==> src/hdl/aars_pkg.sv <==
// ----------------------------------------------------------------------------
// aars_pkg : shared types and constants of the ANSI art row extent scanner
// Byte codes, parse phase codes, register map and the input item type.
// ----------------------------------------------------------------------------
`default_nettype none

package aars_pkg;

    // Widths of the item fields and of the cursor state
    localparam int BYTE_W = 8;
    localparam int ROW_W  = 16;
    localparam int COL_W  = 8;

    // Register map (byte address 4*index)
    localparam int APB_ADDR_W = 3;
    localparam logic [0:0] REG_ART_WIDTH = 1'd0;
    localparam logic [COL_W-1:0] ART_WIDTH_RESET = 8'd80;

    // Parse phases
    localparam logic [1:0] PH_GROUND = 2'd0;
    localparam logic [1:0] PH_ESC    = 2'd1;
    localparam logic [1:0] PH_CSI_P1 = 2'd2;
    localparam logic [1:0] PH_CSI_P2 = 2'd3;

    // Byte codes
    localparam logic [BYTE_W-1:0] CH_NUL   = 8'h00;
    localparam logic [BYTE_W-1:0] CH_LF    = 8'h0A;
    localparam logic [BYTE_W-1:0] CH_CR    = 8'h0D;
    localparam logic [BYTE_W-1:0] CH_ESC   = 8'h1B;
    localparam logic [BYTE_W-1:0] CH_SPACE = 8'h20;
    localparam logic [BYTE_W-1:0] CH_ZERO  = 8'h30;
    localparam logic [BYTE_W-1:0] CH_NINE  = 8'h39;
    localparam logic [BYTE_W-1:0] CH_SEMI  = 8'h3B;
    localparam logic [BYTE_W-1:0] CH_LBRK  = 8'h5B;
    localparam logic [BYTE_W-1:0] CH_CUU   = 8'h41;
    localparam logic [BYTE_W-1:0] CH_CUD   = 8'h42;
    localparam logic [BYTE_W-1:0] CH_CUF   = 8'h43;
    localparam logic [BYTE_W-1:0] CH_CUB   = 8'h44;
    localparam logic [BYTE_W-1:0] CH_CUP_H = 8'h48;
    localparam logic [BYTE_W-1:0] CH_ED    = 8'h4A;
    localparam logic [BYTE_W-1:0] CH_CUP_F = 8'h66;

    localparam logic [ROW_W-1:0] SAT16 = 16'hFFFF;

    // One input item as held in the input register
    typedef struct packed {
        logic [BYTE_W-1:0] data_byte;
        logic              end_of_art;
    } item_t;

endpackage : aars_pkg

`default_nettype wire

==> src/hdl/aars_scan.sv <==
// ----------------------------------------------------------------------------
// aars_scan : cursor tracker and escape parser
// Holds the cursor, high mark and CSI parse state; advances them by one byte
// whenever step is high and presents the high mark after that byte.
// ----------------------------------------------------------------------------
`default_nettype none

module aars_scan (
    input  wire logic                       aclk,
    input  wire logic                       aresetn,
    input  wire logic                       step,
    input  wire aars_pkg::item_t            item,
    input  wire logic [aars_pkg::COL_W-1:0] art_width,
    output logic      [aars_pkg::ROW_W-1:0] row_mark
);

    logic [aars_pkg::ROW_W-1:0] row_reg, row_next;
    logic [aars_pkg::COL_W-1:0] col_reg, col_next;
    logic [aars_pkg::ROW_W-1:0] mark_reg, mark_next;
    logic [1:0]                 phase_reg, phase_next;
    logic [aars_pkg::ROW_W-1:0] pval_reg, pval_next;
    logic                       seen_reg, seen_next;

    // Next state for one byte
    always_comb begin
        logic [aars_pkg::BYTE_W-1:0] b;
        logic [aars_pkg::COL_W-1:0]  width_eff;
        logic [aars_pkg::COL_W-1:0]  width_m1;
        logic [aars_pkg::ROW_W-1:0]  count;
        logic [aars_pkg::ROW_W-1:0]  row_inc;
        logic                        ground_hit;
        logic                        is_digit;
        logic [3:0]                  digit;
        logic [19:0]                 acc;
        logic [aars_pkg::ROW_W:0]    row_sum;
        logic [aars_pkg::ROW_W:0]    col_sum;
        logic [aars_pkg::COL_W:0]    col_inc;

        b          = item.data_byte;
        width_eff  = (art_width == '0) ? 8'd1 : art_width;
        width_m1   = width_eff - 8'd1;
        count      = (seen_reg && (pval_reg != '0)) ? pval_reg : 16'd1;
        row_inc    = (row_reg == aars_pkg::SAT16) ? row_reg : row_reg + 16'd1;
        ground_hit = 1'b0;
        is_digit   = (b >= aars_pkg::CH_ZERO) && (b <= aars_pkg::CH_NINE);
        digit      = 4'(b - aars_pkg::CH_ZERO);
        acc        = {1'b0, pval_reg, 3'b000} + {3'b000, pval_reg, 1'b0} + {16'd0, digit};
        row_sum    = {1'b0, row_reg} + {1'b0, count};
        col_sum    = {9'd0, col_reg} + {1'b0, count};
        col_inc    = {1'b0, col_reg} + 9'd1;

        row_next   = row_reg;
        col_next   = col_reg;
        phase_next = phase_reg;
        pval_next  = pval_reg;
        seen_next  = seen_reg;

        unique case (phase_reg)
            aars_pkg::PH_GROUND: begin
                ground_hit = 1'b1;
            end
            aars_pkg::PH_ESC: begin
                if (b == aars_pkg::CH_LBRK) begin
                    phase_next = aars_pkg::PH_CSI_P1;
                    pval_next  = '0;
                    seen_next  = 1'b0;
                end else begin
                    // drop the lone ESC, treat this byte as ordinary
                    phase_next = aars_pkg::PH_GROUND;
                    ground_hit = 1'b1;
                end
            end
            aars_pkg::PH_CSI_P1: begin
                if (is_digit) begin
                    if (!seen_reg) begin
                        pval_next = {12'd0, digit};
                    end else if (acc > {4'd0, aars_pkg::SAT16}) begin
                        pval_next = aars_pkg::SAT16;
                    end else begin
                        pval_next = acc[aars_pkg::ROW_W-1:0];
                    end
                    seen_next = 1'b1;
                end else if (b == aars_pkg::CH_SEMI) begin
                    // keep the target row; seen now flags a void sequence
                    pval_next  = count;
                    seen_next  = 1'b0;
                    phase_next = aars_pkg::PH_CSI_P2;
                end else begin
                    phase_next = aars_pkg::PH_GROUND;
                    pval_next  = '0;
                    seen_next  = 1'b0;
                    if (b == aars_pkg::CH_CUD) begin
                        row_next = row_sum[aars_pkg::ROW_W] ? aars_pkg::SAT16
                                                            : row_sum[aars_pkg::ROW_W-1:0];
                    end else if (b == aars_pkg::CH_CUF) begin
                        if (col_sum >= {9'd0, width_m1}) begin
                            row_next = row_inc;
                            col_next = '0;
                        end else begin
                            col_next = col_sum[aars_pkg::COL_W-1:0];
                        end
                    end else if (b == aars_pkg::CH_CUB) begin
                        col_next = ({8'd0, col_reg} > count)
                                   ? col_reg - count[aars_pkg::COL_W-1:0] : '0;
                    end else if ((b == aars_pkg::CH_ED) && seen_reg && (pval_reg == 16'd2)) begin
                        row_next = '0;
                        col_next = '0;
                    end
                end
            end
            aars_pkg::PH_CSI_P2: begin
                if (is_digit) begin
                    // column parameter has no effect on the row extent
                end else if (b == aars_pkg::CH_SEMI) begin
                    seen_next = 1'b1;
                end else begin
                    if (((b == aars_pkg::CH_CUP_H) || (b == aars_pkg::CH_CUP_F)) && !seen_reg) begin
                        row_next = pval_reg - 16'd1;
                    end
                    phase_next = aars_pkg::PH_GROUND;
                    pval_next  = '0;
                    seen_next  = 1'b0;
                end
            end
            default: begin
                phase_next = aars_pkg::PH_GROUND;
            end
        endcase

        // Ordinary byte: line feed, carriage return, printable or NUL, escape
        if (ground_hit) begin
            if (b == aars_pkg::CH_LF) begin
                row_next = row_inc;
                col_next = '0;
            end else if (b == aars_pkg::CH_CR) begin
                col_next = '0;
            end else if ((b >= aars_pkg::CH_SPACE) || (b == aars_pkg::CH_NUL)) begin
                if (col_inc >= {1'b0, width_eff}) begin
                    row_next = row_inc;
                    col_next = '0;
                end else begin
                    col_next = col_inc[aars_pkg::COL_W-1:0];
                end
            end else if (b == aars_pkg::CH_ESC) begin
                phase_next = aars_pkg::PH_ESC;
            end
        end

        // The high mark only climbs: it keeps the deepest row reached so far
        mark_next = (row_next > mark_reg) ? row_next : mark_reg;
    end

    assign row_mark = mark_next;

    // Advance on each step; clear everything after the last byte
    always_ff @(posedge aclk) begin
        if (!aresetn) begin
            row_reg   <= '0;
            col_reg   <= '0;
            mark_reg  <= '0;
            phase_reg <= aars_pkg::PH_GROUND;
            pval_reg  <= '0;
            seen_reg  <= 1'b0;
        end else if (step) begin
            if (item.end_of_art) begin
                row_reg   <= '0;
                col_reg   <= '0;
                mark_reg  <= '0;
                phase_reg <= aars_pkg::PH_GROUND;
                pval_reg  <= '0;
                seen_reg  <= 1'b0;
            end else begin
                row_reg   <= row_next;
                col_reg   <= col_next;
                mark_reg  <= mark_next;
                phase_reg <= phase_next;
                pval_reg  <= pval_next;
                seen_reg  <= seen_next;
            end
        end
    end

endmodule : aars_scan

`default_nettype wire

==> src/hdl/ansi_art_row_extent_scanner.sv <==
// ----------------------------------------------------------------------------
// ansi_art_row_extent_scanner : deepest row reached by an ANSI art stream
// Input register, one-byte scanner and result register, plus the width
// register on an APB-style port.
// ----------------------------------------------------------------------------
//  Channel   Direction  Payload                        Transfer when
//  s_*       in         tdata: data_byte, tlast: end   s_tvalid & s_tready
//  m_*       out        tdata: deepest_row             m_tvalid & m_tready
//  APB       in/out     art_width at address 0         psel&penable&pwrite
//
//  One byte per cycle unless the input side is held; each byte waits in the
//  input register and is folded into the cursor state by the scanner update.
//  A result is registered in the cycle after its last byte is folded in.
//  Reset (aresetn low, synchronous) clears the state and both registers;
//  width returns to 80. Only a last byte meeting a full, stalled result
//  register holds the input side.
// ----------------------------------------------------------------------------
`default_nettype none

module ansi_art_row_extent_scanner (
    input  wire logic                            aclk,
    input  wire logic                            aresetn,
    // input stream
    input  wire logic                            s_tvalid,
    output logic                                 s_tready,
    input  wire logic [7:0]                      s_tdata,   // [7:0] data_byte
    input  wire logic                            s_tlast,   // end_of_art
    // result stream
    output logic                                 m_tvalid,
    input  wire logic                            m_tready,
    output logic      [15:0]                     m_tdata,   // [15:0] deepest_row
    // configuration
    input  wire logic                            psel,
    input  wire logic                            penable,
    input  wire logic                            pwrite,
    input  wire logic [aars_pkg::APB_ADDR_W-1:0] paddr,
    input  wire logic [31:0]                     pwdata,
    output logic      [31:0]                     prdata,
    output logic                                 pready
);

    logic                       in_valid_reg;
    aars_pkg::item_t            in_item_reg;
    logic                       out_valid_reg;
    logic [aars_pkg::ROW_W-1:0] out_row_reg;
    logic [aars_pkg::COL_W-1:0] width_reg;
    logic                       step;
    logic [aars_pkg::ROW_W-1:0] row_mark;
    logic                       reg_sel;

    // Configuration register
    assign pready  = 1'b1;
    assign reg_sel = (paddr[aars_pkg::APB_ADDR_W-1:2] == aars_pkg::REG_ART_WIDTH);
    assign prdata  = reg_sel ? {24'd0, width_reg} : 32'd0;

    always_ff @(posedge aclk) begin
        if (!aresetn) begin
            width_reg <= aars_pkg::ART_WIDTH_RESET;
        end else if (psel && penable && pwrite && pready && reg_sel) begin
            width_reg <= pwdata[aars_pkg::COL_W-1:0];
        end
    end

    // Advance the held byte unless it is a last byte facing a stalled result
    assign step     = in_valid_reg && (!in_item_reg.end_of_art || !out_valid_reg || m_tready);
    assign s_tready = !in_valid_reg || step;

    always_ff @(posedge aclk) begin
        if (!aresetn) begin
            in_valid_reg <= 1'b0;
        end else if (s_tready) begin
            in_valid_reg <= s_tvalid;
        end
    end

    always_ff @(posedge aclk) begin
        if (s_tvalid && s_tready) begin
            in_item_reg.data_byte  <= s_tdata;
            in_item_reg.end_of_art <= s_tlast;
        end
    end

    aars_scan u_scan (
        .aclk      (aclk),
        .aresetn   (aresetn),
        .step      (step),
        .item      (in_item_reg),
        .art_width (width_reg),
        .row_mark  (row_mark)
    );

    // Result register
    always_ff @(posedge aclk) begin
        if (!aresetn) begin
            out_valid_reg <= 1'b0;
        end else if (step && in_item_reg.end_of_art) begin
            out_valid_reg <= 1'b1;
        end else if (m_tready) begin
            out_valid_reg <= 1'b0;
        end
    end

    always_ff @(posedge aclk) begin
        if (step && in_item_reg.end_of_art) begin
            out_row_reg <= row_mark;
        end
    end

    assign m_tvalid = out_valid_reg;
    assign m_tdata  = out_row_reg;

endmodule : ansi_art_row_extent_scanner

`default_nettype wire

==> config.mk <==
export PLATFORM = sky130hd
export DESIGN_NAME = ansi_art_row_extent_scanner
export DESIGN_NICKNAME = d
export VERILOG_FILES = /design/src/hdl/aars_pkg.sv /design/src/hdl/aars_scan.sv /design/src/hdl/ansi_art_row_extent_scanner.sv
export SDC_FILE = /design/constraint.sdc
export NUM_CORES = 1
export LEC_CHECK = 0
export ABC_AREA = 1
export BUFFER_PORTS_ARGS = -buffer_cell sky130_fd_sc_hd__buf_2
export CAP_MARGIN = 25
export CORE_MARGIN = 3
export CORE_UTILIZATION = 60
export DETAILED_ROUTE_END_ITERATION = 16
export GPL_ROUTABILITY_DRIVEN = 0
export PLACE_DENSITY = 0.91
export SLEW_MARGIN = 40
export SYNTH_ARGS = -nofsm -noshare
export SYNTH_HDL_FRONTEND = slang
export SYNTH_HIERARCHICAL = 1
export SYNTH_SLANG_ARGS = --single-unit
==> constraint.sdc <==
create_clock -name aclk -period 19.17 [get_ports aclk]
set_clock_uncertainty 0.2 [all_clocks]
set_input_delay 3.834 -clock aclk [delete_from_list [all_inputs] [get_ports aclk]]
set_output_delay 3.834 -clock aclk [all_outputs]
set_load 0.01 [all_outputs]
After elaboration in Yosys (flattened, before gate mapping) --
Cells that the tools add are included.
Word-level totals: register bits 94, input port bits 51, output and inout bits 51, word-level logic and storage cells 148
Operators by class: add/sub/neg operators 10, $lt $le $gt $ge 8, equal/unequal tests 19, muxes and demuxes 70, bitwise logic cells 1, reductions and logical operators 28
Operators with widths (count):
- $mux W16 | 29
- $mux W8 | 17
- $eq A8 B7 Y1 const B | 7
- $pmux W16 S3 | 1
- $pmux W16 S2 | 1
- $mux W2 | 11
- $add A19 B17 Y20 | 1
- $add A20 B4 Y20 | 1
- $gt A20 B16 Y1 const B | 1
- $add A16 B16 Y17 | 1
- $add A8 B16 Y17 | 1
- $ge A17 B8 Y1 | 1
- $add A16 B1 Y16 const B | 1
- $eq A16 B16 Y1 const B | 1
- $eq A16 B2 Y1 const B | 1
- $eq A8 B4 Y1 const B | 2
- $ge A8 B6 Y1 const B | 2
- $gt A16 B16 Y1 | 1
- $gt A8 B16 Y1 | 1
- $logic_not A8 Y1 | 2
- $reduce_bool A16 Y1 | 1
- $sub A16 B1 Y16 const B | 1
- $logic_and A1 B1 Y1 | 11
- $add A8 B1 Y9 const B | 1
- other kinds (23) | 39

Longest topological paths before layout --
depth in word-level cells 19, gate-level depth with buffers 50, gate-level depth less buffers 47

Modules after synthesis --
The synthesis kept the hierarchy.
By module, submodules not included:
- aars_scan | times used 1, cells each 1558, area each 9311.4 sq um
- ansi_art_row_extent_scanner | times used 1, cells each 138, area each 1515.2 sq um

Worst setup path before layout --
OpenSTA, ideal clock, no wires.
path kind input to output, from input paddr[2] in the netlist's numbering, to output prdata[0], arrival time 4.134 ns, setup slack 11.002 ns, stages 2, path through buf_6 -> nor2_1
Between the ends: cells in the longest elaborated chain, start to end 1
Ends and longest elaborated chain:
- from (decl) | RTL line ansi_art_row_extent_scanner.sv:36 | input wire logic [aars_pkg::APB_ADDR_W-1:0] paddr,
- $mux W8 | RTL line ansi_art_row_extent_scanner.sv:54 | assign prdata = reg_sel ? {24'd0, width_reg} : 32'd0;
- to (decl) | RTL line ansi_art_row_extent_scanner.sv:38 | output logic [31:0] prdata,
No other way between the ends.

Worst setup path after layout --
from input m_tready, to output s_tready
Between the ends: cells in the longest elaborated chain, start to end 3
Ends and longest elaborated chain:
- from (decl) | RTL line ansi_art_row_extent_scanner.sv:30 | input wire logic m_tready,
- $logic_or A1 B1 Y1 | RTL line ansi_art_row_extent_scanner.sv:65 | assign step = in_valid_reg && (!in_item_reg.end_of_art || !out_valid_reg || m_tready);
- $logic_and A1 B1 Y1 | RTL line ansi_art_row_extent_scanner.sv:65
- $logic_or A1 B1 Y1 | RTL line ansi_art_row_extent_scanner.sv:66 | assign s_tready = !in_valid_reg || step;
- to (decl) | RTL line ansi_art_row_extent_scanner.sv:25 | output logic s_tready,
No other way between the ends.

==> impl_results.md <==
* Status: completed
* IO Port Bufs at 50
* Asr flop ratio synth at 0%
* # hold bufs at CTS at 0
* Type of origin of the critical path: input pin
* WP data arrival at 4340 ps
* First-pass GRT wire length at 49100 µm
* Kind of critical path: in2out
* Synth area leaders: nand2_1 14%, dfxtp_1 13%, ha_1 12%
* Max_cap viols at 0
* Tot Pwr at 0.792 mW
* Die area at 19700 µm²
* CP Max Fanout at 3
* Unique masters post-synth at 62
* Initial antenna violation count at 1
* Vias in the first global route at 10500
* Final period utilization at 43.7%
* Die W at 140 µm
* RSZ-0062 raised after global routing: no
* Diode count at 0
* Max Clock Freq at 0.119 GHz
* Clock H-tree levels at 3
* Final setup viols at 0
* Post-Route WL at 29400 µm
* Fin crit period at 8370 ps
* Final core utilization at 65.1%
* Syn avg cell area at 6.38 µm²
* GRT Util Overall at 29.4%
* P_leak at 5.47 nW
* Worst EP required at 15140 ps
* Compound-gate portion of the synthesized area at 16.7%
* Gr ovfl total at 0
* Site Rows at 48
* Core box area at 17500 µm²
* Synthesized-area fraction occupied by adder cells at 13.2%
* Most common cell in the netlist: nand2_1
* Register area share after synthesis at 19.7%
* Total CTS buffers at 9
* Avg Vias per Cell at 5.85
* Ports at 102
* Clock slew at reported path FFs at 70 ps
* Die H at 140 µm
* Final Hold Vio Count at 0
* Synthesized area at 10800 µm²
* Synth Flop Type: dfxtp_1
* Relative slew slack at 41.6%
* Antenna Nets Post-Route at 0
* Hpwl dp at 22700 µm
* Multiplexer share of the synthesized area at 0%
* CTS tree: yes
* Worst-Skew Late Latency at 360 ps
* Share of the synthesized area in the top cell type at 14.0%
* Synth-to-layout area growth at 5.04%
* Worst Hold Class: reg2reg
* Via count at 11300
* Synth Warn # at 6
* TritonRoute pass-1 iters at 5
* Worst setup EP type: output port
* Synthesized instance count at 1696
* Area leader, netlist: nand2_1
* Clk sink count at 94
* Peak supply drop at 0.129 mV
* TNS Setup at 0 ps
* WL per Instance at 15.2 µm
* Largest family of logic cells by synthesized area: simple AND/OR/NAND/NOR gates
* P per Cell Area at 69.6 nW/µm²
* Worst Tran Pin Value at 876 ps
* EDFF count, synth at 25
* Post-synthesis simple-gate area fraction at 33.7%
* Starting density of the core at 61.9%
* # Post-CTS Setup Buffers at 0
* Xor/xnor share of the synthesized area at 4.21%
* Synth top cells by count: 403 x nand2_1, 219 x inv_1, 182 x nand3_1
* # nets final at 1867
* Pin count of the biggest net entering global routing at 59
* Slew Limit Fails at 0
* FF+latch count, synth at 94
* CTS root buf: clkbuf_16
* DRC violations left at 0
* Fraction of layout cells with a size suffix above 1 at 8.19%
* Post_cts resized at 0
* Initial DRC count at 1239
* Clock buffer depth at 2
-- report_power, final --
group / internal [mW] / total (mW) / switching, mW
sequential: 0.247 / 0.256 / 0.00934
clock: 0.120 / 0.200 / 0.0806
combinational: 0.126 / 0.336 / 0.210
total: 0.492 / 0.792 / 0.300
-- layout make-up --
type	instances	area, µm²
Multi-Input combinational cell	1311	7450
Fill cell	1542	6100
Sequential cell	94	2130
Inverter	232	876
Timing Repair Buffer	57	303
Tap cell	225	282
Clock buffer	11	243
Clock inverter	5	88.8
-- metrics by stage --
stage,area [µm²],setup slack [ps],std cells,hold WS [ps]
after floorplan,10900,11000,1719,244
after CTS,11400,10800,1934,268
final,11400,10800,1935,264
after global placement,11000,10830,1918,252
after detailed placement,11000,10800,1918,260
after global routing,11400,10730,1935,291
-- cell usage in the layout, fill, tap and decap left out, types with 10 or more instances in the layout --
| cell type | count |
|---|---|
| nand3_2 | 10 |
| nand3_1 | 182 |
| a21oi_1 | 162 |
| buf_2 | 50 |
| nor2_2 | 14 |
| xnor2_1 | 11 |
| o211ai_1 | 31 |
| nor2_1 | 112 |
| nand2_1 | 403 |
| edfxtp_1 | 25 |
| nand4_1 | 19 |
| o21ai_0 | 61 |
| and2_1 | 16 |
| dfxtp_1 | 68 |
| ha_1 | 106 |
| conb_1 | 25 |
| xor2_1 | 41 |
| inv_1 | 218 |
| nor3_1 | 20 |
-- critical path, cell delays in order --
cell and delay, ps:
buf_2 110, inv_1 70, nand4_1 130, buf_2 200
-- metal layers --
layer | vias to the layer above | share of wire (%) | global-route usage (%)
met5 | - | 0.044 | 0
met4 | 2 | 3.1 | 11.6
met3 | 92 | 9.2 | 5.94
met2 | 565 | 46 | 48.9
met1 | 5057 | 41 | 37.4
li1 | 5599 | - | -
-- worst paths after layout --
check                                         from                  to  slack (ps)  cells after the start
worst min register to register  u_scan/mark_reg[1]  u_scan/mark_reg[1]         260                      2
worst max-delay path                      m_tready            s_tready       10800                      4
worst max register to register  u_scan/pval_reg[0]          m_tdata[8]       11400                     43
worst min-delay path            u_scan/mark_reg[1]  u_scan/mark_reg[1]         260                      2
-- kinds of logic (layout without fill, tap and decap cells) --
logic type / Yosys count / after routing
adders and majority gates: 111 / 111
AOI/OAI and AO/OA: 313 / 313
buffers and inverters: 314 / 305
DFF: 94 / 94
xor gates and xnor gates: 52 / 52
and+or+nand+nor: 810 / 810
other: 2 / 25
Power figures use the tool's default switching activity.
